$ cat config.mk
export PLATFORM = sky130hd
export DESIGN_NAME = deadline_timeout_tracker
export DESIGN_NICKNAME = d
export VERILOG_FILES = /design/src/hw/rtl/dtt_pkg.sv /design/src/hw/rtl/deadline_timeout_tracker.sv /design/src/hw/rtl/dtt_ctrl.sv /design/src/hw/rtl/dtt_datapath.sv
export SDC_FILE = /design/constraint.sdc
export NUM_CORES = 2
export LEC_CHECK = 0
export BUFFER_PORTS_ARGS = -buffer_cell sky130_fd_sc_hd__buf_2
export CORE_ASPECT_RATIO = 1.4
export CORE_MARGIN = 4
export CORE_UTILIZATION = 47
export CTS_CLUSTER_DIAMETER = 150
export CTS_CLUSTER_SIZE = 14
export DETAILED_ROUTE_END_ITERATION = 10
export GPL_TIMING_DRIVEN = 1
export SYNTH_ARGS = -nofsm -noshare
export SYNTH_HDL_FRONTEND = slang
export SYNTH_SLANG_ARGS = --single-unit
$ cat constraint.sdc
create_clock -name clk_i -period 10.3 [get_ports clk_i]
set_input_delay 1.03 -clock clk_i [delete_from_list [all_inputs] [get_ports clk_i]]
set_output_delay 1.03 -clock clk_i [all_outputs]
set_load 0.01 [all_outputs]
$ cat src/hw/rtl/dtt_pkg.sv
// ----------------------------------------------------------------------------
// dtt_pkg
// Shared types and constants of the deadline timeout tracker: op codes,
// controller states and the command, status and result groups.
// ----------------------------------------------------------------------------
`default_nettype none

package dtt_pkg;

  localparam int unsigned DEF_PENDING_DEPTH = 16;
  localparam int unsigned DEF_EXPIRED_DEPTH = 16;

  localparam int unsigned DESC_W  = 16;
  localparam int unsigned TMO_W   = 16;
  localparam int unsigned TIME_W  = 32;
  localparam int unsigned SECS_W  = 16;
  localparam int unsigned OP_W    = 2;
  localparam int unsigned IN_W    = 64;
  localparam int unsigned OUT_W   = 24;

  localparam logic [OP_W-1:0] OP_ADD    = 2'd0;
  localparam logic [OP_W-1:0] OP_EXPIRE = 2'd1;
  localparam logic [OP_W-1:0] OP_CHECK  = 2'd2;

  localparam logic [SECS_W-1:0] MIN_COUNTDOWN = 16'd1;
  localparam logic [SECS_W-1:0] MAX_COUNTDOWN = 16'hFFFF;

  typedef enum logic [7:0] {
    S_IDLE   = 8'b0000_0001,
    S_P_RD   = 8'b0000_0010,
    S_P_SCAN = 8'b0000_0100,
    S_X_RD   = 8'b0000_1000,
    S_X_SCAN = 8'b0001_0000,
    S_X_END  = 8'b0010_0000,
    S_P_WR   = 8'b0100_0000,
    S_DONE   = 8'b1000_0000
  } state_e;

  typedef struct packed {
    logic [DESC_W-1:0] descriptor;
    logic [TMO_W-1:0]  timeout_seconds;
    logic [TIME_W-1:0] now_seconds;
  } item_t;

  typedef struct packed {
    logic capture;
    logic p_rd;
    logic p_inc;
    logic p_eval;
    logic p_write;
    logic x_clr;
    logic x_rd;
    logic x_inc;
    logic x_eval;
    logic x_end;
  } cmd_t;

  typedef struct packed {
    logic p_last;
    logic p_hit;
    logic x_last;
    logic x_match;
  } sts_t;

  typedef struct packed {
    logic              expired_lost;
    logic              pending_full;
    logic              timed_out;
    logic [SECS_W-1:0] alarm_seconds;
    logic              alarm_load;
  } res_t;

endpackage

`default_nettype wire

$ cat src/hw/rtl/deadline_timeout_tracker.sv
// ----------------------------------------------------------------------------
// deadline_timeout_tracker
// Tracks call deadlines: add pending calls, move overdue calls to a timed-out
// set on alarm expiry with alarm reload, and check/remove timed-out calls.
//
//   channel   dir  beat contents
//   s_axis    in   tuser: op[1:0]; tdata: descriptor, timeout_seconds, now_seconds
//   m_axis    out  tdata: alarm_load, alarm_seconds, timed_out, pending_full,
//                  expired_lost
//
// Add walks the pending table and then writes; check walks the timed-out set;
// expire walks the pending table and the set once per overdue call; zero-timeout
// add and unused op skip the walks. Each table walk reads one memory entry a cycle.
// Reset clears all valid bits at once; no clearing pass.
// A stalled output holds its beat; the next input beat is taken meanwhile,
// and its result waits until the output register frees.
// ----------------------------------------------------------------------------
`default_nettype none

module deadline_timeout_tracker #(
  parameter int unsigned PENDING_DEPTH = dtt_pkg::DEF_PENDING_DEPTH,
  parameter int unsigned EXPIRED_DEPTH = dtt_pkg::DEF_EXPIRED_DEPTH
) (
  input  wire                          clk_i,
  input  wire                          rst_ni,
  input  wire                          s_axis_tvalid_i,
  output logic                         s_axis_tready_o,
  // [15:0] descriptor, [31:16] timeout_seconds, [63:32] now_seconds
  input  wire [dtt_pkg::IN_W-1:0]      s_axis_tdata_i,
  // [1:0] op
  input  wire [dtt_pkg::OP_W-1:0]      s_axis_tuser_i,
  output logic                         m_axis_tvalid_o,
  input  wire                          m_axis_tready_i,
  // [0] alarm_load, [16:1] alarm_seconds, [17] timed_out, [18] pending_full,
  // [19] expired_lost, [23:20] zero
  output logic [dtt_pkg::OUT_W-1:0]    m_axis_tdata_o
);

  dtt_pkg::item_t item;
  dtt_pkg::cmd_t  cmd;
  dtt_pkg::sts_t  sts;
  dtt_pkg::res_t  res;
  logic           out_free;
  logic           out_load;
  logic           m_valid_q;
  logic [dtt_pkg::OUT_W-1:0] m_data_q;

  assign item.descriptor      = s_axis_tdata_i[15:0];
  assign item.timeout_seconds = s_axis_tdata_i[31:16];
  assign item.now_seconds     = s_axis_tdata_i[63:32];

  assign out_free = !m_valid_q || m_axis_tready_i;

  dtt_ctrl u_ctrl (
    .clk_i         (clk_i),
    .rst_ni        (rst_ni),
    .in_valid_i    (s_axis_tvalid_i),
    .in_op_i       (s_axis_tuser_i),
    .in_tmo_zero_i (item.timeout_seconds == '0),
    .in_ready_o    (s_axis_tready_o),
    .out_free_i    (out_free),
    .out_load_o    (out_load),
    .sts_i         (sts),
    .cmd_o         (cmd)
  );

  dtt_datapath #(
    .PENDING_DEPTH (PENDING_DEPTH),
    .EXPIRED_DEPTH (EXPIRED_DEPTH)
  ) u_datapath (
    .clk_i  (clk_i),
    .rst_ni (rst_ni),
    .item_i (item),
    .op_i   (s_axis_tuser_i),
    .cmd_i  (cmd),
    .sts_o  (sts),
    .res_o  (res)
  );

  always_ff @(posedge clk_i or negedge rst_ni) begin
    if (!rst_ni) begin
      m_valid_q <= 1'b0;
    end else if (out_load) begin
      m_valid_q <= 1'b1;
    end else if (m_axis_tready_i) begin
      m_valid_q <= 1'b0;
    end
  end

  always_ff @(posedge clk_i) begin
    if (out_load) begin
      m_data_q <= {{(dtt_pkg::OUT_W - $bits(dtt_pkg::res_t)){1'b0}}, res};
    end
  end

  assign m_axis_tvalid_o = m_valid_q;
  assign m_axis_tdata_o  = m_data_q;

  // A waiting beat is never overwritten.
  assert property (@(posedge clk_i) disable iff (!rst_ni)
    out_load |-> (!m_valid_q || m_axis_tready_i))
    else $error("deadline_timeout_tracker: output beat overwritten");

endmodule

`default_nettype wire

$ cat src/hw/rtl/dtt_ctrl.sv
// ----------------------------------------------------------------------------
// dtt_ctrl
// Sequencer of the tracker: walks the pending table and the timed-out set one
// entry a cycle and issues commands to the datapath.
// ----------------------------------------------------------------------------
`default_nettype none

module dtt_ctrl (
  input  wire                       clk_i,
  input  wire                       rst_ni,
  input  wire                       in_valid_i,
  input  wire [dtt_pkg::OP_W-1:0]   in_op_i,
  input  wire                       in_tmo_zero_i,
  output logic                      in_ready_o,
  input  wire                       out_free_i,
  output logic                      out_load_o,
  input  wire dtt_pkg::sts_t        sts_i,
  output dtt_pkg::cmd_t             cmd_o
);

  dtt_pkg::state_e               state_q, state_d;
  logic [dtt_pkg::OP_W-1:0]      op_q, op_d;

  always_comb begin
    state_d    = state_q;
    op_d       = op_q;
    cmd_o      = '0;
    out_load_o = 1'b0;
    in_ready_o = 1'b0;
    case (state_q)
      dtt_pkg::S_IDLE: begin
        in_ready_o = 1'b1;
        if (in_valid_i) begin
          cmd_o.capture = 1'b1;
          op_d          = in_op_i;
          case (in_op_i)
            dtt_pkg::OP_ADD:    state_d = in_tmo_zero_i ? dtt_pkg::S_DONE : dtt_pkg::S_P_RD;
            dtt_pkg::OP_EXPIRE: state_d = dtt_pkg::S_P_RD;
            dtt_pkg::OP_CHECK:  state_d = dtt_pkg::S_X_RD;
            default:            state_d = dtt_pkg::S_DONE;
          endcase
        end
      end
      dtt_pkg::S_P_RD: begin
        cmd_o.p_rd = 1'b1;
        state_d    = dtt_pkg::S_P_SCAN;
      end
      dtt_pkg::S_P_SCAN: begin
        cmd_o.p_eval = 1'b1;
        if (op_q == dtt_pkg::OP_EXPIRE && sts_i.p_hit) begin
          cmd_o.x_clr = 1'b1;
          state_d     = dtt_pkg::S_X_RD;
        end else if (sts_i.p_last) begin
          state_d = (op_q == dtt_pkg::OP_ADD) ? dtt_pkg::S_P_WR : dtt_pkg::S_DONE;
        end else begin
          cmd_o.p_inc = 1'b1;
          cmd_o.p_rd  = 1'b1;
        end
      end
      dtt_pkg::S_X_RD: begin
        cmd_o.x_rd = 1'b1;
        state_d    = dtt_pkg::S_X_SCAN;
      end
      dtt_pkg::S_X_SCAN: begin
        cmd_o.x_eval = 1'b1;
        if (sts_i.x_match || sts_i.x_last) begin
          state_d = dtt_pkg::S_X_END;
        end else begin
          cmd_o.x_inc = 1'b1;
          cmd_o.x_rd  = 1'b1;
        end
      end
      dtt_pkg::S_X_END: begin
        cmd_o.x_end = 1'b1;
        if (op_q == dtt_pkg::OP_CHECK || sts_i.p_last) begin
          state_d = dtt_pkg::S_DONE;
        end else begin
          cmd_o.p_inc = 1'b1;
          state_d     = dtt_pkg::S_P_RD;
        end
      end
      dtt_pkg::S_P_WR: begin
        cmd_o.p_write = 1'b1;
        state_d       = dtt_pkg::S_DONE;
      end
      dtt_pkg::S_DONE: begin
        if (out_free_i) begin
          out_load_o = 1'b1;
          state_d    = dtt_pkg::S_IDLE;
        end
      end
      default: begin
        state_d = dtt_pkg::S_IDLE;
      end
    endcase
  end

  always_ff @(posedge clk_i or negedge rst_ni) begin
    if (!rst_ni) begin
      state_q <= dtt_pkg::S_IDLE;
      op_q    <= dtt_pkg::OP_ADD;
    end else begin
      state_q <= state_d;
      op_q    <= op_d;
    end
  end

  // A result is only presented once per accepted item.
  assert property (@(posedge clk_i) disable iff (!rst_ni)
    out_load_o |=> !out_load_o)
    else $error("dtt_ctrl: result loaded twice");

  // Never accept while an item is in flight.
  assert property (@(posedge clk_i) disable iff (!rst_ni)
    (in_valid_i && in_ready_o) |=> !in_ready_o)
    else $error("dtt_ctrl: accepted two items back to back");

  // Expired set walk always ends through its closing step.
  assert property (@(posedge clk_i) disable iff (!rst_ni)
    (cmd_o.x_eval && (sts_i.x_match || sts_i.x_last)) |=> cmd_o.x_end)
    else $error("dtt_ctrl: set walk did not close");

endmodule

`default_nettype wire

$ cat src/hw/rtl/dtt_datapath.sv
// ----------------------------------------------------------------------------
// dtt_datapath
// Pending table and timed-out set with their valid bits, walk counters,
// comparators, scan trackers and the alarm countdown.
// ----------------------------------------------------------------------------
`default_nettype none

module dtt_datapath #(
  parameter int unsigned PENDING_DEPTH = dtt_pkg::DEF_PENDING_DEPTH,
  parameter int unsigned EXPIRED_DEPTH = dtt_pkg::DEF_EXPIRED_DEPTH
) (
  input  wire                         clk_i,
  input  wire                         rst_ni,
  input  wire dtt_pkg::item_t         item_i,
  input  wire [dtt_pkg::OP_W-1:0]     op_i,
  input  wire dtt_pkg::cmd_t          cmd_i,
  output dtt_pkg::sts_t               sts_o,
  output dtt_pkg::res_t               res_o
);

  localparam int unsigned PW = $clog2(PENDING_DEPTH);
  localparam int unsigned XW = $clog2(EXPIRED_DEPTH);
  localparam logic [PW-1:0] P_LAST = PW'(PENDING_DEPTH - 1);
  localparam logic [XW-1:0] X_LAST = XW'(EXPIRED_DEPTH - 1);

  localparam int unsigned DW = dtt_pkg::DESC_W;
  localparam int unsigned TW = dtt_pkg::TIME_W;
  localparam int unsigned SW = dtt_pkg::SECS_W;

  logic [DW-1:0] pend_desc_mem [PENDING_DEPTH];
  logic [TW-1:0] pend_dl_mem   [PENDING_DEPTH];
  logic [DW-1:0] exp_desc_mem  [EXPIRED_DEPTH];

  logic [PENDING_DEPTH-1:0] pend_valid_q;
  logic [EXPIRED_DEPTH-1:0] exp_valid_q;

  logic [DW-1:0]          pend_desc_rd_q;
  logic [TW-1:0]          pend_dl_rd_q;
  logic [DW-1:0]          exp_desc_rd_q;

  logic [dtt_pkg::OP_W-1:0] op_q;
  logic                   tmo_zero_q;
  logic [TW-1:0]          now_q;
  logic [TW-1:0]          dl_new_q;
  logic [DW-1:0]          key_q;
  logic [PW-1:0]          pidx_q;
  logic [XW-1:0]          xidx_q;
  logic                   earliest_q;
  logic                   pfree_found_q;
  logic [PW-1:0]          pfree_idx_q;
  logic                   any_q;
  logic [TW-1:0]          best_q;
  logic                   xfree_found_q;
  logic [XW-1:0]          xfree_idx_q;
  logic                   matched_q;
  logic                   lost_q;
  logic                   tout_q;

  logic [TW:0]            dl_sum;
  logic [TW-1:0]          dl_sat;
  logic                   p_last, x_last;
  logic [PW-1:0]          p_next, p_raddr;
  logic [XW-1:0]          x_next, x_raddr;
  logic                   p_vld, p_hit, x_vld, x_match;
  logic                   is_expire, is_check, add_live;
  logic                   x_store;
  logic [TW-1:0]          cd_src, cd_diff;
  logic [SW-1:0]          countdown;

  assign dl_sum = {1'b0, item_i.now_seconds} + {{(TW + 1 - dtt_pkg::TMO_W){1'b0}},
                                                item_i.timeout_seconds};
  assign dl_sat = dl_sum[TW] ? {TW{1'b1}} : dl_sum[TW-1:0];

  assign p_last  = (pidx_q == P_LAST);
  assign x_last  = (xidx_q == X_LAST);
  assign p_next  = p_last ? '0 : pidx_q + 1'b1;
  assign x_next  = x_last ? '0 : xidx_q + 1'b1;
  assign p_raddr = cmd_i.p_inc ? p_next : pidx_q;
  assign x_raddr = cmd_i.x_inc ? x_next : xidx_q;

  assign is_expire = (op_q == dtt_pkg::OP_EXPIRE);
  assign is_check  = (op_q == dtt_pkg::OP_CHECK);
  assign add_live  = (op_q == dtt_pkg::OP_ADD) && !tmo_zero_q;

  assign p_vld   = pend_valid_q[pidx_q];
  assign p_hit   = p_vld && (pend_dl_rd_q < now_q);
  assign x_vld   = exp_valid_q[xidx_q];
  assign x_match = x_vld && (exp_desc_rd_q == key_q);
  assign x_store = cmd_i.x_end && is_expire && !matched_q && xfree_found_q;

  assign sts_o.p_last  = p_last;
  assign sts_o.p_hit   = p_hit;
  assign sts_o.x_last  = x_last;
  assign sts_o.x_match = x_match;

  // Memories: one write port, one registered read port each.
  always_ff @(posedge clk_i) begin
    if (cmd_i.p_write && pfree_found_q) begin
      pend_desc_mem[pfree_idx_q] <= key_q;
      pend_dl_mem[pfree_idx_q]   <= dl_new_q;
    end
    if (cmd_i.p_rd) begin
      pend_desc_rd_q <= pend_desc_mem[p_raddr];
      pend_dl_rd_q   <= pend_dl_mem[p_raddr];
    end
  end

  always_ff @(posedge clk_i) begin
    if (x_store) begin
      exp_desc_mem[xfree_idx_q] <= key_q;
    end
    if (cmd_i.x_rd) begin
      exp_desc_rd_q <= exp_desc_mem[x_raddr];
    end
  end

  always_ff @(posedge clk_i or negedge rst_ni) begin
    if (!rst_ni) begin
      pend_valid_q <= '0;
      exp_valid_q  <= '0;
    end else begin
      if (cmd_i.p_write && pfree_found_q) begin
        pend_valid_q[pfree_idx_q] <= 1'b1;
      end
      if (cmd_i.p_eval && is_expire && p_hit) begin
        pend_valid_q[pidx_q] <= 1'b0;
      end
      if (x_store) begin
        exp_valid_q[xfree_idx_q] <= 1'b1;
      end
      if (cmd_i.x_eval && x_match && is_check) begin
        exp_valid_q[xidx_q] <= 1'b0;
      end
    end
  end

  always_ff @(posedge clk_i) begin
    if (cmd_i.capture) begin
      op_q       <= op_i;
      tmo_zero_q <= (item_i.timeout_seconds == '0);
      now_q      <= item_i.now_seconds;
      dl_new_q   <= dl_sat;
      key_q      <= item_i.descriptor;
    end else if (cmd_i.p_eval && is_expire && p_hit) begin
      key_q <= pend_desc_rd_q;
    end
  end

  always_ff @(posedge clk_i or negedge rst_ni) begin
    if (!rst_ni) begin
      pidx_q        <= '0;
      xidx_q        <= '0;
      earliest_q    <= 1'b0;
      pfree_found_q <= 1'b0;
      pfree_idx_q   <= '0;
      any_q         <= 1'b0;
      best_q        <= '0;
      xfree_found_q <= 1'b0;
      xfree_idx_q   <= '0;
      matched_q     <= 1'b0;
      lost_q        <= 1'b0;
      tout_q        <= 1'b0;
    end else if (cmd_i.capture) begin
      pidx_q        <= '0;
      xidx_q        <= '0;
      earliest_q    <= 1'b1;
      pfree_found_q <= 1'b0;
      any_q         <= 1'b0;
      xfree_found_q <= 1'b0;
      matched_q     <= 1'b0;
      lost_q        <= 1'b0;
      tout_q        <= 1'b0;
    end else begin
      if (cmd_i.p_inc) begin
        pidx_q <= p_next;
      end
      if (cmd_i.p_eval) begin
        if (is_expire) begin
          if (!p_hit && p_vld && (!any_q || pend_dl_rd_q < best_q)) begin
            best_q <= pend_dl_rd_q;
            any_q  <= 1'b1;
          end
        end else begin
          if (p_vld && pend_dl_rd_q <= dl_new_q) begin
            earliest_q <= 1'b0;
          end
          if (!p_vld && !pfree_found_q) begin
            pfree_found_q <= 1'b1;
            pfree_idx_q   <= pidx_q;
          end
        end
      end
      if (cmd_i.x_clr) begin
        xidx_q        <= '0;
        xfree_found_q <= 1'b0;
        matched_q     <= 1'b0;
      end else begin
        if (cmd_i.x_inc) begin
          xidx_q <= x_next;
        end
        if (cmd_i.x_eval) begin
          if (x_match) begin
            matched_q <= 1'b1;
            if (is_check) begin
              tout_q <= 1'b1;
            end
          end else if (!x_vld && !xfree_found_q) begin
            xfree_found_q <= 1'b1;
            xfree_idx_q   <= xidx_q;
          end
        end
        if (cmd_i.x_end && is_expire && !matched_q && !xfree_found_q) begin
          lost_q <= 1'b1;
        end
      end
    end
  end

  // Countdown: max(deadline - now, 1), saturated to the alarm width.
  assign cd_src  = is_expire ? best_q : dl_new_q;
  assign cd_diff = cd_src - now_q;

  always_comb begin
    if (cd_src <= now_q) begin
      countdown = dtt_pkg::MIN_COUNTDOWN;
    end else if (cd_diff > {{(TW - SW){1'b0}}, dtt_pkg::MAX_COUNTDOWN}) begin
      countdown = dtt_pkg::MAX_COUNTDOWN;
    end else begin
      countdown = cd_diff[SW-1:0];
    end
  end

  always_comb begin
    res_o              = '0;
    res_o.timed_out    = is_check && tout_q;
    res_o.expired_lost = is_expire && lost_q;
    if (add_live) begin
      res_o.pending_full = !pfree_found_q;
      if (pfree_found_q && earliest_q) begin
        res_o.alarm_load    = 1'b1;
        res_o.alarm_seconds = countdown;
      end
    end else if (is_expire) begin
      res_o.alarm_load    = 1'b1;
      res_o.alarm_seconds = any_q ? countdown : '0;
    end
  end

  assert property (@(posedge clk_i) disable iff (!rst_ni)
    (cmd_i.p_write && pfree_found_q) |=> pend_valid_q[$past(pfree_idx_q)])
    else $error("dtt_datapath: new pending entry not marked valid");

  assert property (@(posedge clk_i) disable iff (!rst_ni)
    x_store |=> exp_valid_q[$past(xfree_idx_q)])
    else $error("dtt_datapath: timed-out entry not marked valid");

  assert property (@(posedge clk_i) disable iff (!rst_ni)
    (cmd_i.x_eval && x_match && is_check) |=> (!exp_valid_q[$past(xidx_q)] && tout_q))
    else $error("dtt_datapath: checked descriptor not removed");

  assert property (@(posedge clk_i) disable iff (!rst_ni)
    (cmd_i.p_eval && is_expire && p_hit) |=> !pend_valid_q[$past(pidx_q)])
    else $error("dtt_datapath: expired pending entry still valid");

endmodule

`default_nettype wire
Yosys cells after proc, flatten, opt, wreduce, memory -nomap -nowiden
Memory sizes are Yosys's and may differ from the RTL's. A register that Yosys moved wholly into a read port is not among the register bits.
Cells that the tools add are included.

storage, ports and cells
  logic and storage cells = 241
  register bits after elaboration = 201
  bits in writable memories = 1,024
  memories kept = 3
  output and inout port bits = 26

operators by class
  add/sub/neg operators = 4
  eq/ne operators = 24
  mux-type cells = 95
  $lt $le $gt $ge = 13
  reductions and logical operators = 68
  bitwise logic cells = 10

memories
  memory                    depth  width  rd ports  clocked after memory_dff  wr ports  RTL line            source
  u_datapath.pend_dl_mem    16     32     1         1                         1         dtt_datapath.sv:31  logic [TW-1:0] pend_dl_mem [PENDING_DEPTH];
  u_datapath.exp_desc_mem   16     16     1         1                         1         dtt_datapath.sv:32  logic [DW-1:0] exp_desc_mem [EXPIRED_DEPTH];
  u_datapath.pend_desc_mem  16     16     1         1                         1         dtt_datapath.sv:30  logic [DW-1:0] pend_desc_mem [PENDING_DEPTH];

operators by type and width
  cell                    number
  $mux W16                9
  $le A32 B32 Y1          2
  $lt A32 B32 Y1          2
  $mux W8                 8
  $pmux W8 S8             1
  $mux W1                 52
  $mux W17                3
  $add A32 B16 Y33        1
  $and A16 B16 Y16        2
  $gt A32 B16 Y1 const B  1
  $mux W32                1
  $not A16 Y16            2
  $or A16 B16 Y16         2
  $sub A32 B32 Y32        1
  $mux W4                 7
  $logic_and A1 B1 Y1     25
  $pmux W8 S3             1
  $reduce_bool A2 Y1      11
  $lt A4 B5 Y1 const B    4
  $demux W1 S4            4
  $eq A16 B16 Y1          1
  $ge A4 B1 Y1 const B    4
  $logic_not A16 Y1       1
  $reduce_and A4 Y1       4
  other kinds (27)        65

Longest topological paths before layout
  depth after elaboration = 10
  gate-level depth with buffers = 19
  mapped depth without buffers = 15

Cells and area by module
Synthesis repeated with hierarchy kept, for this count alone.

second synthesis, totals
  cell total of the unflattened synthesis = 4,510
  area, all modules = 56,101.3 um^2

by module, submodules not included
  module                    area each (um^2)  cells each  times used  seq. area each (um^2)
  dtt_datapath              54,681.2          4,394       1           37,340.8
  dtt_ctrl                  714.4             83          1           251.5
  deadline_timeout_tracker  705.7             33          1           625.6

Worst setup path after synthesis
OpenSTA, ideal clock, no wires.

  path kind = register to register
  start point = register u_ctrl.state_q[1]
  end point = memory u_datapath.pend_desc_mem[0][0] (netlist name) (enable)
  cell stages (with the launch flop) = 8
  library setup time = 0.515 ns
  data arrival time = 5.249 ns
  data required time = 9.785 ns
  slack = 4.535 ns
  period minus slack after synthesis = 5.765 ns
  cell sequence = dfrtp_1 > nor3_1 > nand2b_1 > or3_1 > nor3b_1 > nand2_1 > or3_1 > nor3_1

on the way
  word-level cells in the longest chain between the ends = 5

ends and longest elaborated chain
  what                           RTL line            source
  start: declaration             dtt_ctrl.sv:21      dtt_pkg::state_e state_q, state_d;
  start signal: assignment       dtt_ctrl.sv:100     state_q <= dtt_pkg::S_IDLE;
  start signal: assignment       dtt_ctrl.sv:103     state_q <= state_d;
  $eq A8 B7 Y1                   dtt_ctrl.sv:30      case (state_q)
  $mux W1                        dtt_ctrl.sv:30
  $logic_and A1 B1 Y1            dtt_datapath.sv:98  if (cmd_i.p_write && pfree_found_q) begin
  $mux W1                        dtt_datapath.sv:98
  $mux W1 (implied by the code)  dtt_datapath.sv:99  pend_desc_mem[pfree_idx_q] <= key_q;
  end: declaration               dtt_datapath.sv:30

No other way between the ends.

Worst setup path in the final report
  start point = register u_datapath.pend_dl_rd_q[27] (read register of u_datapath.pend_dl_mem)
  end point = register u_datapath.pend_dl_rd_q[15] (read register of u_datapath.pend_dl_mem), data pin

on the way
  word-level cells in the longest chain between the ends = 6
  elaborated cells between the ends (all ways) = 7

ends and longest elaborated chain
  what                   RTL line            source
  start: declaration     dtt_datapath.sv:38  logic [TW-1:0] pend_dl_rd_q;
  $lt A32 B32 Y1 *       dtt_datapath.sv:86  assign p_hit = p_vld && (pend_dl_rd_q < now_q);
  $logic_and A1 B1 Y1 *  dtt_datapath.sv:86
  $logic_and A1 B1 Y1 *  dtt_ctrl.sv:50      if (op_q == dtt_pkg::OP_EXPIRE && sts_i.p_hit) begin
  $mux W2 *              dtt_ctrl.sv:50
  $pmux W1 S2            dtt_ctrl.sv:30
  $mux W4                dtt_datapath.sv:78  assign p_raddr = cmd_i.p_inc ? p_next : pidx_q;

Every way passes the cells marked *; elsewhere a longest branch is shown, timed or not.
A chain may end at the register's enable or synchronous reset.

==> qor.csv <==
metric;value;unit
status;completed;
number of buffers and inverters on the critical path;2;
Initial Util;47.5;%
Inserted Clock Buffers;102;
Die Width;302;um
top_reg_cell synth;edfxtp_1;
fmax;0.174;GHz
Seq/Total Area, Yosys;67.2;%
cell taking the most area after synthesis;edfxtp_1;
post-DP HPWL;97700;um
Synth cell types;102;
Synth Register Bits;1289;
hold buffer count at cts;0;
total grt overflow;0;
vias post-DR;36500;
unrepaired setup endpoints after global routing;no;
Max Fanout on Critical Path;71;
Hold Path Class;in -> async;
worst-case clock skew;0.0385;ns
CTS tree;yes;
Yosys warnings;0;
synth top area cells;edfxtp_1 63%, dfrtp_1 4.3%, ha_1 3.3%;
largest net degree at the start of global routing;83;
Avg WL per Cell;28.2;um
Place WS;4.64;ns
GR Util met3;2.77;%
Syn Inst Count;4139;
post-cts sizing count;0;
Final Max Tran Viols;0;
LEAKAGE;21.5;nW
Total Neg Setup Slack;0;ns
Rows;150;
nets;4418;
H-tree depth;3;
Worst Reg-to-Reg Cells;13;
fin crit share;55.7;%
R2R Path End;u_datapath.pend_dl_rd_q[15];
PD cells;223;nW/um^2
ys async rst share;7.60;%
Via-to-Cell Ratio;6.25;
Core ar.;120000;um^2
met2 Track Usage GR;47.5;%
Slew @ Worst Pin;1.20;ns
gr busiest metal;met2;
Final Hold Viols;0;
final wirelength;165000;um
share of cells above drive strength 1;10.6;%
area delta synth->final;9.29;%
Critical Path Max Stage Delay;0.90;ns
fin crit period;5.74;ns
# fillers;10200;
vias in the first global route;36800;
max cap viols;0;
placer congestion estimate;0.896;
met1 usage;29.9;%
Mapped Area;56900;um^2
full die area;127000;um^2
Clock Sinks;1289;
final worst-path setup slack;4.56;ns
Port Buf Inserts;91;
area share of the largest cell type after synthesis;62.9;%
final setup fails;0;
initial antenna violation count;3;
CP Cell Sequence;ha_1 -> nand4_1 -> nor4_1 -> o211a_1 -> o41a_1 -> o211ai_4 -> nand4_1 -> buf_4 -> and2_4 -> buf_4 -> o221ai_1 -> o32a_1 -> o311ai_1;
hold slack;0.315;ns
clock root cell;clkbuf_16;
delay-heaviest family, CP;compound AO/OA/AOI/OAI gates;
CP Capture Type;flip-flop;
relative slew slack;20.1;%
slowest CP cell;buf_4;
drt pass-1 iters;6;
clock slew at reported path FFs;0.08;ns
Worst setup SP type;flip-flop;
Antenna Nets Post-Route;0;
Worst-Skew Late Latency;0.72;ns
WS Path Type;reg -> reg;
# IOs;96;
Post-synth EDFFs;1191;
reg2reg setup slack;4.56;ns
Peak VDD IR;0.000163;V
Critical Path AT;6.11;ns
Initial DRC Count;3179;
DRC viols;0;
r2r startpoint;u_datapath.pend_dl_rd_q[27];
Synth Area per Inst;13.7;um^2
Chip Height;420;um
first-pass GRT wire length;241000;um
clk buf depth;3;
Post-CTS Setup Bufs;0;
CP required;10.67;ns
GR Util All Layers;25.8;%
==> worst max path at each step <==
stage | end | slack [ns] | startpoint | cells after the start
after global routing | m_axis_tdata_o[16] | 4.36 | u_datapath.op_q[1] | 15
after floorplan | u_datapath.pend_desc_mem[0][0] | 4.54 | u_ctrl.state_q[1] | 7
after global placement | u_datapath.pend_dl_rd_q[8] | 4.56 | u_datapath.pend_dl_rd_q[23] | 12
after CTS | u_datapath.pend_dl_rd_q[15] | 4.60 | u_datapath.pend_dl_rd_q[23] | 13
after detailed placement | u_datapath.pend_dl_rd_q[28] | 4.64 | u_datapath.pend_dl_rd_q[27] | 13
final | u_datapath.pend_dl_rd_q[15] | 4.56 | u_datapath.pend_dl_rd_q[27] | 13
==> power by group <==
group / switching (mW) / internal (mW)
Sequential: 0.437 / 6.44
Combinational: 2.25 / 1.09
Clock: 1.79 / 1.83
Total: 4.47 / 9.36
==> cell usage in the layout (no fill, tap or decap), types with 30 or more instances in the layout <==
master        n
o221ai_1    108
nor2_1      240
ha_1        152
clkbuf_1     37
nor4_1       40
mux2_2       45
nand2_1     277
mux2i_1      99
a21oi_1     202
and3_1       87
a211o_1      32
or4_1        37
o21ai_0     125
o21a_1       78
o32a_1       31
inv_1       176
a211oi_1    122
edfxtp_1   1191
o22ai_1     171
clkbuf_16   103
buf_4        96
nand4_1      32
xor2_1       32
buf_2        91
nand3_1      30
o311ai_1     30
dfrtp_1      94
a21o_1       59
a31oi_1      34
==> final cells by class <==
| type | instances | area [um^2] | area share [%] |
|---|---|---|---|
| Tap cell | 1596 | 2000 | 3.21 |
| Clock inverter | 6 | 110 | 0.177 |
| Inverter | 179 | 674 | 1.08 |
| Clock buffer | 140 | 2720 | 4.37 |
| Antenna cell | 1 | 2.50 | 0.00403 |
| Timing Repair Buffer | 187 | 1180 | 1.89 |
| Sequential cell | 1289 | 38200 | 61.5 |
| Multi-Input combinational cell | 2435 | 17300 | 27.8 |
==> metal layers <==
metal,vias up,part of all wire (%)
met5,-,0.012
met4,2,5.0
met3,321,4.9
met2,1196,53
met1,18600,37
li1,16300,-
==> cell families (layout without fill, tap and decap cells) <==
family / after synthesis / after routing / synth area share, %
xor+xnor: 55 / 55 / 0.860
compound gates: 1143 / 1143 / 14.1
other cells: 1 / 5 / 0.00659
simple gates: 907 / 907 / 7.72
flops: 1289 / 1289 / 67.2
buf+inv: 418 / 512 / 2.96
mux: 172 / 172 / 3.70
fa+ha+maj: 154 / 154 / 3.41
==> per-stage QoR <==
| stage | instances | total power [mW] | utilization, % | instance area (um^2) |
|---|---|---|---|---|
| floorplan | 4142 | 8.98 | - | 56900 |
| global placement | 5685 | 10.3 | 49.5 | 59300 |
| detailed placement | 5686 | 10.3 | 49.6 | 59300 |
| CTS | 5832 | 13.9 | 51.9 | 62200 |
| global route | 5832 | 14.4 | 51.9 | 62200 |
| finish | 5833 | 13.8 | 51.9 | 62200 |
==> state kept, by name, indices dropped and copies added (netlist names), 8 cells and up <==
name / count
u_datapath.key_q: 16
u_datapath.dl_new_q: 32
u_datapath.exp_desc_mem: 256
u_datapath.pend_dl_rd_q: 32
u_datapath.best_q: 32
u_ctrl.state_q: 8
u_datapath.pend_desc_mem: 256
u_datapath.exp_valid_q: 16
u_datapath.pend_valid_q: 16
m_axis_tdata_o: 20
u_datapath.exp_desc_rd_q: 16
u_datapath.pend_dl_mem: 512
u_datapath.pend_desc_rd_q: 16
u_datapath.now_q: 32
==> cell usage after synthesis (79+ instances only) <==
cell / number
a211oi_1: 122
edfxtp_1: 1191
o22ai_1: 171
o221ai_1: 108
dfrtp_1: 97
o21ai_0: 125
ha_1: 152
and3_1: 87
o21a_1: 79
a21oi_1: 204
mux2i_1: 100
nor2_1: 253
inv_1: 177
clkbuf_1: 153
nand2_1: 278
==> worst register-to-register path, cell delays in order, from the launching register on <==
cell      delay (ns)
edfxtp_1        0.50
ha_1            0.38
nand4_1         0.14
nor4_1          0.52
o211a_1         0.28
o41a_1          0.43
o211ai_4        0.23
nand4_1         0.18
buf_4           0.48
and2_4          0.62
buf_4           0.91
o221ai_1        0.28
o32a_1          0.22
o311ai_1        0.25
Note: power is estimated with default switching activity, not from simulation.
